## config.mk

```make
export PLATFORM = sky130hd
export DESIGN_NAME = window_perimeter_branch_counter_flat
export DESIGN_NICKNAME = d
export VERILOG_FILES = /design/src/hw/rtl/wpbc_pkg.sv /design/src/hw/rtl/wpbc_ifs.sv /design/src/hw/rtl/wpbc_perim_core.sv /design/src/hw/rtl/window_perimeter_branch_counter.sv /design/src/flat_wrapper.sv
export SDC_FILE = /design/constraint.sdc
export NUM_CORES = 1
export LEC_CHECK = 0
export BUFFER_PORTS_ARGS = -buffer_cell sky130_fd_sc_hd__buf_2
export CAP_MARGIN = 15
export CELL_PAD_IN_SITES_DETAIL_PLACEMENT = 1
export CELL_PAD_IN_SITES_GLOBAL_PLACEMENT = 2
export CORE_MARGIN = 4
export CORE_UTILIZATION = 35
export CTS_CLUSTER_DIAMETER = 60
export CTS_CLUSTER_SIZE = 25
export DETAILED_ROUTE_END_ITERATION = 8
export GPL_ROUTABILITY_DRIVEN = 0
export GPL_TIMING_DRIVEN = 0
export PLACE_DENSITY = 0.79
export SLEW_MARGIN = 15
export SYNTH_ARGS = -nofsm -noshare
export SYNTH_HDL_FRONTEND = slang
export SYNTH_SLANG_ARGS = --single-unit
```

## constraint.sdc

```tcl
create_clock -name clock -period 5 [get_ports clock]
set_input_delay 0.5 -clock clock [delete_from_list [all_inputs] [get_ports clock]]
set_output_delay 0.5 -clock clock [all_outputs]
set_load 0.02 [all_outputs]
```

## src/hw/rtl/wpbc_pkg.sv

```systemverilog
// ----------------------------------------------------------------------------
// wpbc_pkg
// shared types and constants for the window perimeter branch counter
// ----------------------------------------------------------------------------
package wpbc_pkg;

   // default largest window side
   localparam int unsigned MAX_WINDOW_SIDE_DEF = 1024;

   // field widths
   localparam int unsigned SIDE_IN_W = 11;
   localparam int unsigned MIN_RUN_W = 12;
   localparam int unsigned BRANCH_W  = 11;

   // smallest supported window side
   localparam int unsigned MIN_SIDE = 2;

   // min_run_length after reset
   localparam logic [MIN_RUN_W-1:0] MIN_RUN_RESET = 12'd15;

   // one perimeter pixel with the window size
   typedef struct packed {
      logic                 white;
      logic [SIDE_IN_W-1:0] win_width;
      logic [SIDE_IN_W-1:0] win_height;
   } req_type;

   // one per-window result
   typedef struct packed {
      logic [BRANCH_W-1:0] branch_count;
      logic                side_hit;
   } rsp_type;

endpackage

```

## src/hw/rtl/wpbc_ifs.sv

```systemverilog
// ----------------------------------------------------------------------------
// wpbc channel interfaces
// valid/ready channels for perimeter pixels and per-window results
// ----------------------------------------------------------------------------
interface wpbc_req_if import wpbc_pkg::*; ();
   logic                 valid;
   logic                 ready;
   logic                 white;
   logic [SIDE_IN_W-1:0] win_width;
   logic [SIDE_IN_W-1:0] win_height;

   modport source (output valid, white, win_width, win_height, input ready);
   modport sink   (input valid, white, win_width, win_height, output ready);
endinterface

interface wpbc_rsp_if import wpbc_pkg::*; ();
   logic                valid;
   logic                ready;
   logic [BRANCH_W-1:0] branch_count;
   logic                side_hit;

   modport source (output valid, branch_count, side_hit, input ready);
   modport sink   (input valid, branch_count, side_hit, output ready);
endinterface

```

## src/hw/rtl/wpbc_perim_core.sv

```systemverilog
// ----------------------------------------------------------------------------
// wpbc_perim_core
// per-pixel run tracking and side counting, result on the last border pixel
// ----------------------------------------------------------------------------
module wpbc_perim_core import wpbc_pkg::*; #(
   parameter int unsigned MAX_WINDOW_SIDE = MAX_WINDOW_SIDE_DEF
) (
   input  logic                 clock,
   input  logic                 reset,
   input  logic                 step,
   input  req_type              pixel,
   input  logic [MIN_RUN_W-1:0] min_run,
   output logic                 is_last,
   output rsp_type              result
);

   localparam int unsigned SIDE_W = $clog2(MAX_WINDOW_SIDE + 1);
   localparam int unsigned POS_W  = $clog2(4 * MAX_WINDOW_SIDE);
   localparam int unsigned BND_W  = POS_W + 1;
   localparam int unsigned CMP_W  = (POS_W > MIN_RUN_W) ? POS_W : MIN_RUN_W;

   function automatic logic [SIDE_W-1:0] clamp_side(input logic [SIDE_IN_W-1:0] v);
      logic [CMP_W-1:0] vx;
      vx = CMP_W'(v);
      if (vx < CMP_W'(MIN_SIDE)) begin
         return SIDE_W'(MIN_SIDE);
      end else if (vx > CMP_W'(MAX_WINDOW_SIDE)) begin
         return SIDE_W'(MAX_WINDOW_SIDE);
      end else begin
         return SIDE_W'(v);
      end
   endfunction

   // window state
   logic [POS_W-1:0]  pos_ff, pos_in;
   logic [POS_W-1:0]  right_lo_ff, right_hi_ff, left_lo_ff, last_pos_ff;
   logic              colour_ff, colour_in;
   logic [POS_W-1:0]  len_ff, len_in;
   logic [POS_W-1:0]  kept_ff, kept_in;
   logic              first_kept_ff, first_kept_in;
   logic              last_kept_ff, last_kept_in;
   logic [SIDE_W-1:0] left_cnt_ff, left_cnt_in;
   logic [SIDE_W-1:0] right_cnt_ff, right_cnt_in;

   logic              first_pix;
   logic              pix;
   logic [SIDE_W-1:0] w_cl, h_cl;
   logic [BND_W-1:0]  wx, hx;
   logic [BND_W-1:0]  right_lo_new, right_hi_new, left_lo_new, last_pos_new;
   logic              in_left, in_right;
   logic              run_break, keep_old, keep_tail;
   logic [POS_W-1:0]  len_step, kept_step, count, count_adj;
   logic              first_step, last_step, first_fin, last_fin;

   assign pix       = pixel.white;
   assign first_pix = (pos_ff == '0);

   // border boundaries from the clamped window size
   always_comb begin
      w_cl         = clamp_side(pixel.win_width);
      h_cl         = clamp_side(pixel.win_height);
      wx           = BND_W'(w_cl);
      hx           = BND_W'(h_cl);
      right_lo_new = wx - BND_W'(1);
      right_hi_new = wx + hx - BND_W'(2);
      left_lo_new  = (wx << 1) + hx - BND_W'(3);
      last_pos_new = (wx << 1) + (hx << 1) - BND_W'(5);
   end

   // the first pixel is never the last one
   assign is_last  = !first_pix && (pos_ff == last_pos_ff);
   assign in_right = !first_pix && (pos_ff >= right_lo_ff) && (pos_ff <= right_hi_ff);
   assign in_left  = first_pix || (pos_ff >= left_lo_ff);

   always_comb begin
      // side column counts
      left_cnt_in  = (first_pix ? '0 : left_cnt_ff) + SIDE_W'(pix & in_left);
      right_cnt_in = (first_pix ? '0 : right_cnt_ff) + SIDE_W'(pix & in_right);

      // run that ends at a colour change
      run_break  = !first_pix && (pix != colour_ff);
      keep_old   = run_break && (CMP_W'(len_ff) >= CMP_W'(min_run));
      len_step   = (first_pix || run_break) ? POS_W'(1) : len_ff + POS_W'(1);
      kept_step  = kept_ff + POS_W'(keep_old);
      first_step = (keep_old && kept_ff == '0) ? colour_ff : first_kept_ff;
      last_step  = keep_old ? colour_ff : last_kept_ff;

      // closing the open run at the end of the border
      keep_tail  = CMP_W'(len_step) >= CMP_W'(min_run);
      count      = kept_step + POS_W'(keep_tail);
      first_fin  = (keep_tail && kept_step == '0) ? pix : first_step;
      last_fin   = keep_tail ? pix : last_step;
      count_adj  = (count > POS_W'(1) && first_fin == last_fin) ? count - POS_W'(1) : count;

      result.branch_count = BRANCH_W'(count_adj >> 1);
      result.side_hit     = (CMP_W'(left_cnt_in) >= CMP_W'(min_run)) ||
                            (CMP_W'(right_cnt_in) >= CMP_W'(min_run));

      // next state, cleared after the last pixel
      if (is_last) begin
         pos_in        = '0;
         colour_in     = 1'b0;
         len_in        = '0;
         kept_in       = '0;
         first_kept_in = 1'b0;
         last_kept_in  = 1'b0;
         left_cnt_in   = '0;
         right_cnt_in  = '0;
      end else begin
         pos_in        = pos_ff + POS_W'(1);
         colour_in     = pix;
         len_in        = len_step;
         kept_in       = kept_step;
         first_kept_in = first_step;
         last_kept_in  = last_step;
      end
   end

   always_ff @(posedge clock) begin
      if (reset) begin
         pos_ff        <= '0;
         colour_ff     <= 1'b0;
         len_ff        <= '0;
         kept_ff       <= '0;
         first_kept_ff <= 1'b0;
         last_kept_ff  <= 1'b0;
         left_cnt_ff   <= '0;
         right_cnt_ff  <= '0;
      end else if (step) begin
         pos_ff        <= pos_in;
         colour_ff     <= colour_in;
         len_ff        <= len_in;
         kept_ff       <= kept_in;
         first_kept_ff <= first_kept_in;
         last_kept_ff  <= last_kept_in;
         left_cnt_ff   <= left_cnt_in;
         right_cnt_ff  <= right_cnt_in;
      end
   end

   // boundaries latched with the first pixel
   always_ff @(posedge clock) begin
      if (step && first_pix) begin
         right_lo_ff <= right_lo_new[POS_W-1:0];
         right_hi_ff <= right_hi_new[POS_W-1:0];
         left_lo_ff  <= left_lo_new[POS_W-1:0];
         last_pos_ff <= last_pos_new[POS_W-1:0];
      end
   end

endmodule

```

## src/hw/rtl/window_perimeter_branch_counter.sv

```systemverilog
// ----------------------------------------------------------------------------
// window_perimeter_branch_counter
// counts branches crossing the border of a binary window
// ----------------------------------------------------------------------------
// Feed the border pixels of one window in perimeter order (top row left to
// right, right column down, bottom row right to left, left column up), one
// transfer per pixel, 2W+2H-4 transfers per window; the window size is taken
// from the first pixel and clamped to [2, MAX_WINDOW_SIDE]. One result comes
// out after the last pixel of each window and nothing for the others. The
// block takes one pixel per cycle unless a waiting result stalls it: each
// pixel is held in an input register, then a single pass of compare and
// counter logic updates the run state, and the result of the last pixel goes
// into an output register. A waiting result stalls input only when the
// pixel held in the input register is the last one of the next window.
// min_run_length is written through csr_wr_en / csr_wr_data; the user must
// write it only while no window is in progress; the block does not check.
// ----------------------------------------------------------------------------
module window_perimeter_branch_counter import wpbc_pkg::*; #(
   parameter int unsigned MAX_WINDOW_SIDE = MAX_WINDOW_SIDE_DEF
) (
   input  logic                 clock,
   input  logic                 reset,
   wpbc_req_if.sink             req_chan,
   wpbc_rsp_if.source           rsp_chan,
   input  logic                 csr_wr_en,
   input  logic [MIN_RUN_W-1:0] csr_wr_data
);

   // configuration
   logic [MIN_RUN_W-1:0] min_run_ff;

   // input register
   logic    in_valid_ff, in_valid_in;
   req_type in_data_ff;

   // output register
   logic    out_valid_ff, out_valid_in;
   rsp_type out_data_ff;

   logic    core_last;
   rsp_type core_result;
   logic    out_free;
   logic    core_step;
   logic    req_xfer;

   always_ff @(posedge clock) begin
      if (reset) begin
         min_run_ff <= MIN_RUN_RESET;
      end else if (csr_wr_en) begin
         min_run_ff <= csr_wr_data;
      end
   end

   // output slot is free when empty or draining this cycle
   assign out_free  = !out_valid_ff || rsp_chan.ready;
   // a pixel that yields no result never waits on the output side
   assign core_step = in_valid_ff && (!core_last || out_free);
   assign req_chan.ready = !in_valid_ff || core_step;
   assign req_xfer  = req_chan.valid && req_chan.ready;

   always_comb begin
      in_valid_in = in_valid_ff;
      if (req_xfer) begin
         in_valid_in = 1'b1;
      end else if (core_step) begin
         in_valid_in = 1'b0;
      end

      out_valid_in = out_valid_ff;
      if (core_step && core_last) begin
         out_valid_in = 1'b1;
      end else if (rsp_chan.ready) begin
         out_valid_in = 1'b0;
      end
   end

   always_ff @(posedge clock) begin
      if (reset) begin
         in_valid_ff  <= 1'b0;
         out_valid_ff <= 1'b0;
      end else begin
         in_valid_ff  <= in_valid_in;
         out_valid_ff <= out_valid_in;
      end
   end

   // payload registers
   always_ff @(posedge clock) begin
      if (req_xfer) begin
         in_data_ff.white      <= req_chan.white;
         in_data_ff.win_width  <= req_chan.win_width;
         in_data_ff.win_height <= req_chan.win_height;
      end
      if (core_step && core_last) begin
         out_data_ff <= core_result;
      end
   end

   // run tracking and side counts
   wpbc_perim_core #(
      .MAX_WINDOW_SIDE (MAX_WINDOW_SIDE)
   ) u_core (
      .clock   (clock),
      .reset   (reset),
      .step    (core_step),
      .pixel   (in_data_ff),
      .min_run (min_run_ff),
      .is_last (core_last),
      .result  (core_result)
   );

   assign rsp_chan.valid        = out_valid_ff;
   assign rsp_chan.branch_count = out_data_ff.branch_count;
   assign rsp_chan.side_hit     = out_data_ff.side_hit;

endmodule

```

## src/flat_wrapper.sv

```systemverilog
// flat-port wrapper written by rule: the top's interface ports become plain ports
module window_perimeter_branch_counter_flat import wpbc_pkg::*;
#(
   parameter int unsigned MAX_WINDOW_SIDE = MAX_WINDOW_SIDE_DEF
)
  (clock, reset, csr_wr_en, csr_wr_data, req_chan_valid, req_chan_white, req_chan_win_width, req_chan_win_height, req_chan_ready, rsp_chan_valid, rsp_chan_branch_count, rsp_chan_side_hit, rsp_chan_ready);
  wpbc_req_if req_chan_i ();
  wpbc_rsp_if rsp_chan_i ();
  input  logic clock;
  input  logic reset;
  input  logic csr_wr_en;
  input  logic [MIN_RUN_W-1:0] csr_wr_data;
  input wire logic [$bits(req_chan_i.valid)-1:0] req_chan_valid;
  input wire logic [$bits(req_chan_i.white)-1:0] req_chan_white;
  input wire logic [$bits(req_chan_i.win_width)-1:0] req_chan_win_width;
  input wire logic [$bits(req_chan_i.win_height)-1:0] req_chan_win_height;
  output wire logic [$bits(req_chan_i.ready)-1:0] req_chan_ready;
  output wire logic [$bits(rsp_chan_i.valid)-1:0] rsp_chan_valid;
  output wire logic [$bits(rsp_chan_i.branch_count)-1:0] rsp_chan_branch_count;
  output wire logic [$bits(rsp_chan_i.side_hit)-1:0] rsp_chan_side_hit;
  input wire logic [$bits(rsp_chan_i.ready)-1:0] rsp_chan_ready;
  assign req_chan_i.valid = req_chan_valid;
  assign req_chan_i.white = req_chan_white;
  assign req_chan_i.win_width = req_chan_win_width;
  assign req_chan_i.win_height = req_chan_win_height;
  assign req_chan_ready = req_chan_i.ready;
  assign rsp_chan_valid = rsp_chan_i.valid;
  assign rsp_chan_branch_count = rsp_chan_i.branch_count;
  assign rsp_chan_side_hit = rsp_chan_i.side_hit;
  assign rsp_chan_i.ready = rsp_chan_ready;
  window_perimeter_branch_counter #(.MAX_WINDOW_SIDE(MAX_WINDOW_SIDE)) u_core (.clock(clock), .reset(reset), .req_chan(req_chan_i), .rsp_chan(rsp_chan_i), .csr_wr_en(csr_wr_en), .csr_wr_data(csr_wr_data));
endmodule
```

==> results of run 1 <==
==> path summary, 6_finish.rpt <==
kind / to / slack [ps] / cells after the start
worst max-delay path: u_core.rsp_chan.branch_count[8] / 280 / 21
worst min-delay path: u_core.in_data_ff[4] / 230 / 1
worst max register to register: u_core.rsp_chan.branch_count[8] / 280 / 21
worst min register to register: u_core.min_run_ff[7] / 500 / 2
==> timing repair <==
item | 4_1_cts | 5_1_grt
endpoints found under the hold margin | 0 | 0
setup buffers | 3 | 9
pin swaps | 4 | 12
gates cloned | 0 | 1
setup endpoints to repair | 13 | 12
hold buffers | 0 | 0
resized for setup | 26 | 28
==> state kept, by name, indices dropped and copies added (netlist names), 11 cells and up <==
name,cells
u_core.in_data_ff,23
u_core.min_run_ff,12
u_core.rsp_chan.branch_count,11
u_core.u_core.kept_ff,12
u_core.u_core.last_pos_ff,11
u_core.u_core.left_cnt_ff,11
u_core.u_core.left_lo_ff,12
u_core.u_core.len_ff,12
u_core.u_core.pos_ff,12
u_core.u_core.right_cnt_ff,11
u_core.u_core.right_hi_ff,12
u_core.u_core.right_lo_ff,12
==> synth_stat cells, types with 6 or more instances <==
cell type  count
a21o_1        31
a21oi_1       58
a22oi_1       37
and2_1        11
and3_1        23
buf_2          9
clkbuf_1      23
dfxtp_1       75
edfxtp_1      82
ha_1         141
inv_1        121
mux2i_1       13
nand2_1       79
nand2b_1      12
nand3_1       37
nand3b_1       6
nand4_1       26
nor2_1       132
nor2b_1       11
nor3_1        15
nor4_2         6
o211ai_1       6
o21ai_0       40
o21bai_1       8
xnor2_1       65
xor2_1        38
==> routing by layer <==
layer / GRT usage / up-vias / part of all wire
li1: - / 4424 / -
met1: 0.2245 / 4257 / 0.45
met2: 0.3353 / 104 / 0.51
met3: 0.03361 / 33 / 0.026
met4: 0.04022 / 0 / 0.014
met5: 0 / - / 0
==> layout make-up <==
type	count	area, sq um	area share
Buffer	46	262.8	0.02056
Clock buffer	23	489.2	0.03828
Clock inverter	9	133.9	0.01047
Inverter	122	460.4	0.03603
Multi-Input combinational cell	884	6570	0.5140
Sequential cell	157	3976	0.3111
Tap cell	396	495.5	0.03877
Timing Repair Buffer	66	392.9	0.03074
==> worst register-to-register path, stage by stage (launching register included) <==
cell and delay, ps:
edfxtp_1 520, xnor2_1 410, nand2_2 130, buf_8 160, buf_4 140, nor2_1 180, ha_1 290, a21o_1 190
a21o_1 160, a21oi_1 180, o21ai_2 130, ha_4 210, and2_4 160, nor2b_1 130, o311ai_2 330, nor3_4 110
o211ai_1 250, and3b_2 260, nand2_4 100, buf_4 150, nand4_1 110, xnor2_1 150
==> cell families after synthesis <==
| kind of cell | Yosys count | share of synthesized area |
|---|---|---|
| AND/OR/NAND/NOR | 396 | 0.1841 |
| AO/OA/AOI/OAI | 226 | 0.1352 |
| buffers and inverters | 168 | 0.06273 |
| flip-flops | 157 | 0.3581 |
| adder cells (fa/ha/maj) | 144 | 0.1648 |
| XOR/XNOR | 104 | 0.08297 |
| multiplexers | 13 | 0.01175 |
| other | 1 | 0.0003388 |
==> per-stage QoR <==
| step | instance area (sq um) | worst slack (ps) | TNS (ps) |
|---|---|---|---|
| 2_1_floorplan | 11070 | 340.5 | 0 |
| 3_3_place_gp | 11820 | -1265 | -13880 |
| 3_5_place_dp | 11880 | -1328 | -14760 |
| 4_1_cts | 12610 | 1.021 | 0 |
| 5_1_grt | 12780 | -10.68 | -12.09 |
| 6_report | 12780 | 278.9 | 0 |
==> report_power, final <==
group / switching (uW) / internal [uW] / leakage, uW
clock: 562 / 842 / 0.000291
combinational: 377 / 258 / 0.00391
sequential: 32.5 / 1460 / 0.00138
total: 972 / 2570 / 0.00558
==> impl_metrics.env, run 1 <==
export IMPL_drive_above_1_share=0.1354
export IMPL_num_nets_final=1478
export IMPL_relSlewSlack=0.2751
export IMPL_cp_arrival_ps=4920
export IMPL_instances_no_fill=1703
export IMPL_fin_crit_ps=4721
export IMPL_tritoncts="done"
export IMPL_crit_family="compound AO/OA/AOI/OAI gates"
export IMPL_drv_slew=0
export IMPL_io_pins=54
export IMPL_yosysSeqAreaShare=0.3581
export IMPL_worst_pin_slew_ps=1078
export IMPL_cpPeakStageDelay_ps=520
export IMPL_synth_fp_nets=1393
export IMPL_grt_max_degree=33
export IMPL_cap_violations=0
export IMPL_grt_pass1_vias=9386
export IMPL_ys_ff_latch=157
export IMPL_firstDrtPassIters=5
export IMPL_antenna_found_initial=0
export IMPL_async_flop_share=0
export IMPL_core_area_sq_mm=0.03091
export IMPL_cts_root_buffer="clkbuf_16"
export IMPL_cp_slowest_cell="edfxtp_1"
export IMPL_wire_per_inst_um=17.85
export IMPL_critPathBufInv=3
export IMPL_synth_cell_types=82
export IMPL_total_power_uw=3537
export IMPL_wirelength_um=30410
export IMPL_drc_errors=0
export IMPL_yosys_warnings=0
export IMPL_crit_start="u_core.in_data_ff[22]"
export IMPL_dp_hpwl_um=23300
export IMPL_synth_top_cell_by_area="edfxtp_1"
export IMPL_netlist_area_leader_share=0.2224
export IMPL_placed_cells=1658
export IMPL_start_util=0.3581
export IMPL_reg2reg_from="u_core.in_data_ff[22]"
export IMPL_critPathLaunchType="register"
export IMPL_fin_skew_ps=10.09
export IMPL_viasPerCell=5.178
export IMPL_crit_type="reg2reg"
export IMPL_drt_iter0_drc=433
export IMPL_finish_utilization=0.4135
export IMPL_grt_use_total=0.1834
export IMPL_dieArea_sq_mm=0.03454
export IMPL_syn_to_final_growth_pct=15.46
export IMPL_fmax_mhz=211.8
export IMPL_final_cell_mix="ha_1, nor2_1, inv_1"
export IMPL_fillers=3610
export IMPL_clock_path_buffers=2
export IMPL_cts_sinks=157
export IMPL_die_x_um=185.8
export IMPL_cp_data_required_time_ps=5200
export IMPL_synthCells=1209
export IMPL_ys_top_cells_by_area="edfxtp_1, ha_1, dfxtp_1, xnor2_1, nor2_1"
export IMPL_max_vdd_ir_drop_mv=0.2536
export IMPL_ant_nets=0
export IMPL_syn_mean_instance_area_sq_um=9.156
export IMPL_overflow=0
export IMPL_run_status="finished clean"
export IMPL_leakage_uw=0.005580
export IMPL_timing_hold_violations_final=0
export IMPL_num_antenna_cells=0
export IMPL_cp_end_kind="register"
export IMPL_cts_buffers=17
export IMPL_synth_edf_count=82
export IMPL_io_buffers=51
export IMPL_min_path_type="in2reg"
export IMPL_grt_pass1_wl_um=49850
export IMPL_crit_chain="xnor2_1 > nand2_2 > buf_8 > buf_4 > nor2_1 > ha_1 > a21o_1 > a21o_1 > a21oi_1 > o21ai_2 > ha_4 > and2_4 > nor2b_1 > o311ai_2 > nor3_4 > o211ai_1 > and3b_2 > nand2_4 > buf_4 > nand4_1 > xnor2_1"
export IMPL_setup_viol=0
export IMPL_min_delay_start="req_chan_win_height[4]"
export IMPL_syn_area_sq_mm=0.01107
export IMPL_synth_ff_type="edfxtp_1"
export IMPL_fp_dieH_um=185.8
export IMPL_fin_hold_ws_ps=228.9
export IMPL_final_common_cell="ha_1"
export IMPL_power_density_mw_per_mm2=276.7
export IMPL_vias=8818
export IMPL_critPathMaxFanout=8
export IMPL_rsz0062_at_grt="true"
export IMPL_insertion_delay_ps=450
export IMPL_fin_crit_sh=0.9442
export IMPL_clk_pin_slew_ps=70
export IMPL_rows=64
export IMPL_htreeDepth=4
Note: power is estimated with default switching activity, not from simulation.
==> inputs of run 2 (changes only) <==
--- a/config.mk
+++ b/config.mk
@@ -5,19 +5,21 @@
 export SDC_FILE = /design/constraint.sdc
 export NUM_CORES = 1
 export LEC_CHECK = 0
-export BUFFER_PORTS_ARGS = -buffer_cell sky130_fd_sc_hd__buf_2
+export ABC_AREA = 1
+export BUFFER_PORTS_ARGS = -buffer_cell sky130_fd_sc_hd__clkbuf_2
 export CAP_MARGIN = 15
 export CELL_PAD_IN_SITES_DETAIL_PLACEMENT = 1
 export CELL_PAD_IN_SITES_GLOBAL_PLACEMENT = 2
 export CORE_MARGIN = 4
-export CORE_UTILIZATION = 35
+export CORE_UTILIZATION = 34
 export CTS_CLUSTER_DIAMETER = 60
 export CTS_CLUSTER_SIZE = 25
 export DETAILED_ROUTE_END_ITERATION = 8
 export GPL_ROUTABILITY_DRIVEN = 0
 export GPL_TIMING_DRIVEN = 0
-export PLACE_DENSITY = 0.79
+export PLACE_DENSITY = 0.82
 export SLEW_MARGIN = 15
 export SYNTH_ARGS = -nofsm -noshare
 export SYNTH_HDL_FRONTEND = slang
+export SYNTH_HIERARCHICAL = 1
 export SYNTH_SLANG_ARGS = --single-unit
==> run 2 against run 1 <==
Non-clock buffer count decreased by 24. Cell count rose by 23%. Count of clock-buffer cells in the layout unchanged. Synthesized area increased by 5.3%. Clock power hardly changed. Critical path depth rose by 9. Sequential share of layout area is 1.2 points lower.
==> impl_metrics.env, run 2 <==
export IMPL_syn_mean_instance_area_sq_um=7.479
export IMPL_synth_ff_type="edfxtp_1"
export IMPL_critPathBufInv=4
export IMPL_antenna_found_initial=0
export IMPL_yosysSeqAreaShare=0.3402
export IMPL_cp_end_kind="register"
export IMPL_synth_common_cells="nand2_1, inv_1, ha_1, nor2_1, a21oi_1"
export IMPL_setup_ws_ps=388.2
export IMPL_critPathMaxFanout=10
export IMPL_timing_hold_violations_final=0
export IMPL_final_common_cell="nand2_1"
export IMPL_io_pins=54
export IMPL_setup_viol=0
export IMPL_core_area_sq_mm=0.03370
export IMPL_tritoncts="done"
export IMPL_final_cell_mix="nand2_1, inv_1, ha_1"
export IMPL_netlist_area_leader_share=0.2113
export IMPL_insertion_delay_ps=440
export IMPL_grt_pass1_vias=10590
export IMPL_synth_cell_types=49
export IMPL_top_layer_used="met4"
export IMPL_rows=67
export IMPL_dieArea_sq_mm=0.03730
export IMPL_start_util=0.3458
export IMPL_max_vdd_ir_drop_mv=0.2584
export IMPL_cts_buffers=17
export IMPL_cp_data_required_time_ps=5190
export IMPL_clock_path_buffers=2
export IMPL_wirelength_um=32960
export IMPL_largest_register_ffs=23
export IMPL_regMostFlops="u_core/in_data_ff"
export IMPL_syn_area_sq_mm=0.01165
export IMPL_vias=10240
export IMPL_drive_above_1_share=0.1093
export IMPL_clk_pin_slew_ps=70
export IMPL_grt_pass1_wl_um=54020
export IMPL_async_flop_share=0
export IMPL_ys_ff_latch=157
export IMPL_worst_pin_slew_ps=961.7
export IMPL_drv_slew=0
export IMPL_num_nets_final=1818
export IMPL_cts_root_buffer="clkbuf_16"
export IMPL_htreeDepth=4
export IMPL_crit_type="reg2reg"
export IMPL_wl_met2_um=17100
export IMPL_syn_to_final_growth_pct=14.01
export IMPL_yosys_warnings=6
export IMPL_drt_iter0_drc=341
export IMPL_synth_most_common_cell="nand2_1"
export IMPL_grt_use_total=0.1820
export IMPL_die_x_um=193.1
export IMPL_synth_top_cell_by_area="edfxtp_1"
export IMPL_grt_max_degree=26
export IMPL_leakage_uw=0.006197
export IMPL_fin_crit_sh=0.9224
export IMPL_relSlewSlack=0.3530
export IMPL_ys_top_cells_by_area="edfxtp_1, ha_1, dfxtp_1, nand2_1, inv_1"
export IMPL_power_density_mw_per_mm2=271.4
export IMPL_critPathLaunchType="register"
export IMPL_cts_sinks=157
export IMPL_run_status="finished clean"
export IMPL_crit_top_cell="nand2_1"
export IMPL_ant_nets=0
export IMPL_firstDrtPassIters=5
export IMPL_wire_per_inst_um=15.73
export IMPL_overflow=0
export IMPL_min_path_type="in2reg"
export IMPL_met3_length_um=786
export IMPL_wl_met1_um=14680
export IMPL_fmax_mhz=216.8
export IMPL_cpPeakStageDelay_ps=340
export IMPL_num_antenna_cells=0
export IMPL_preCtsSetupSlack_ps=-807.4
export IMPL_io_buffers=53
export IMPL_synthCells=1558
export IMPL_fp_dieH_um=193.1
export IMPL_fin_hold_ws_ps=233.5
export IMPL_synth_edf_count=82
export IMPL_drc_errors=0
export IMPL_fin_crit_ps=4612
export IMPL_cp_slowest_cell="dfxtp_1"
export IMPL_viasPerCell=4.888
export IMPL_synth_fp_nets=1742
export IMPL_dp_hpwl_um=26110
export IMPL_fin_area_sq_mm=0.01329
export IMPL_placed_cell_area_sq_mm=0.01251
export IMPL_crit_family="simple AND/OR/NAND/NOR gates"
export IMPL_fin_skew_ps=13.22
export IMPL_r2r_slack_ps=390
export IMPL_cp_arrival_ps=4800
export IMPL_cap_violations=0
## run 2: changes by cell type after synthesis, sizes merged, moves of 10 or more
| cell | previous run | this run |
|---|---|---|
| nand2 | 82 | 410 |
| inv | 121 | 247 |
| nand3 | 38 | 98 |
| xnor2 | 66 | 15 |
| a21oi | 59 | 105 |
| a22oi | 37 | 2 |
| a21o | 31 | 1 |
| and3 | 23 | 0 |
| nor2 | 133 | 150 |
| buf | 23 | 7 |
| mux2i | 13 | 1 |
| nand2b | 12 | 0 |
| nor2b | 11 | 0 |
| nand4 | 27 | 37 |
## run 2: timing repair
item | 4_1_cts | 5_1_grt
resized for setup | 12 | 25
hold endpoints to repair | 0 | 0
hold buffers | 0 | 0
pin swaps | 0 | 2
setup endpoints to repair | 11 | 11
buffers inserted | 1 | 2
## run 2: area by class of cell
class | count | area [sq um]
multi-input combinational | 1122 | 6713
tap | 448 | 560.5
clock inverter | 9 | 93.84
sequential | 157 | 3973
inverter | 248 | 937.1
timing repair buffer | 57 | 315.3
clock buffer | 23 | 535.5
buffer | 31 | 157.7
fill | 4220 | 20410
## run 2: cell families after synthesis
logic type	synth area share
AOI/OAI and AO/OA	0.08623
xor gates and xnor gates	0.04209
adders and majority gates	0.1566
buffers and inverters	0.09256
DFF	0.3402
muxes	0.0008590
other	0.0003218
and+or+nand+nor	0.2812
## run 2: stage by stage
stage          utilization  TNS, ps  std cells  power, uW
3_5_place_dp        0.3713    -8431       2060       2232
5_1_grt             0.3942   -529.1       2095       3826
6_report            0.3942        0       2095       3606
3_3_place_gp        0.3703   -56740       2059       2202
4_1_cts             0.3913        0       2093       3672
2_1_floorplan            -        0       1558       2017
## run 2: worst register-to-register path, delay by kind of cell, from the launching register on
kind | cells | cell delay [ps]
simple gates | 20 | 2210
fa+ha+maj | 4 | 1000
buf+inv | 4 | 550
flops | 1 | 340
compound gates | 2 | 280
## run 2: where the power goes
group / internal, uW / leakage [uW] / switching [uW]
logic: 254 / 0.00454 / 447
clock network: 814 / 0.000302 / 588
registers: 1470 / 0.00136 / 33.8
total: 2540 / 0.00620 / 1070
## run 2: path summary, 6_finish.rpt
kind,start,end,cells after the start
setup / recovery,u_core/u_core/pos_ff[0],u_core/rsp_chan.branch_count[4],30
hold / removal,req_chan_win_height[5],u_core/in_data_ff[5],1
setup reg to reg,u_core/u_core/pos_ff[0],u_core/rsp_chan.branch_count[4],30
hold reg to reg,u_core/u_core/first_kept_ff,u_core/u_core/first_kept_ff,2
## run 2: layer usage
layer  vias up  track usage
met2        90       0.3390
li1       5232            -
met1      4894       0.2209
met5         -            0
met3        25      0.02863
met4         0      0.04003
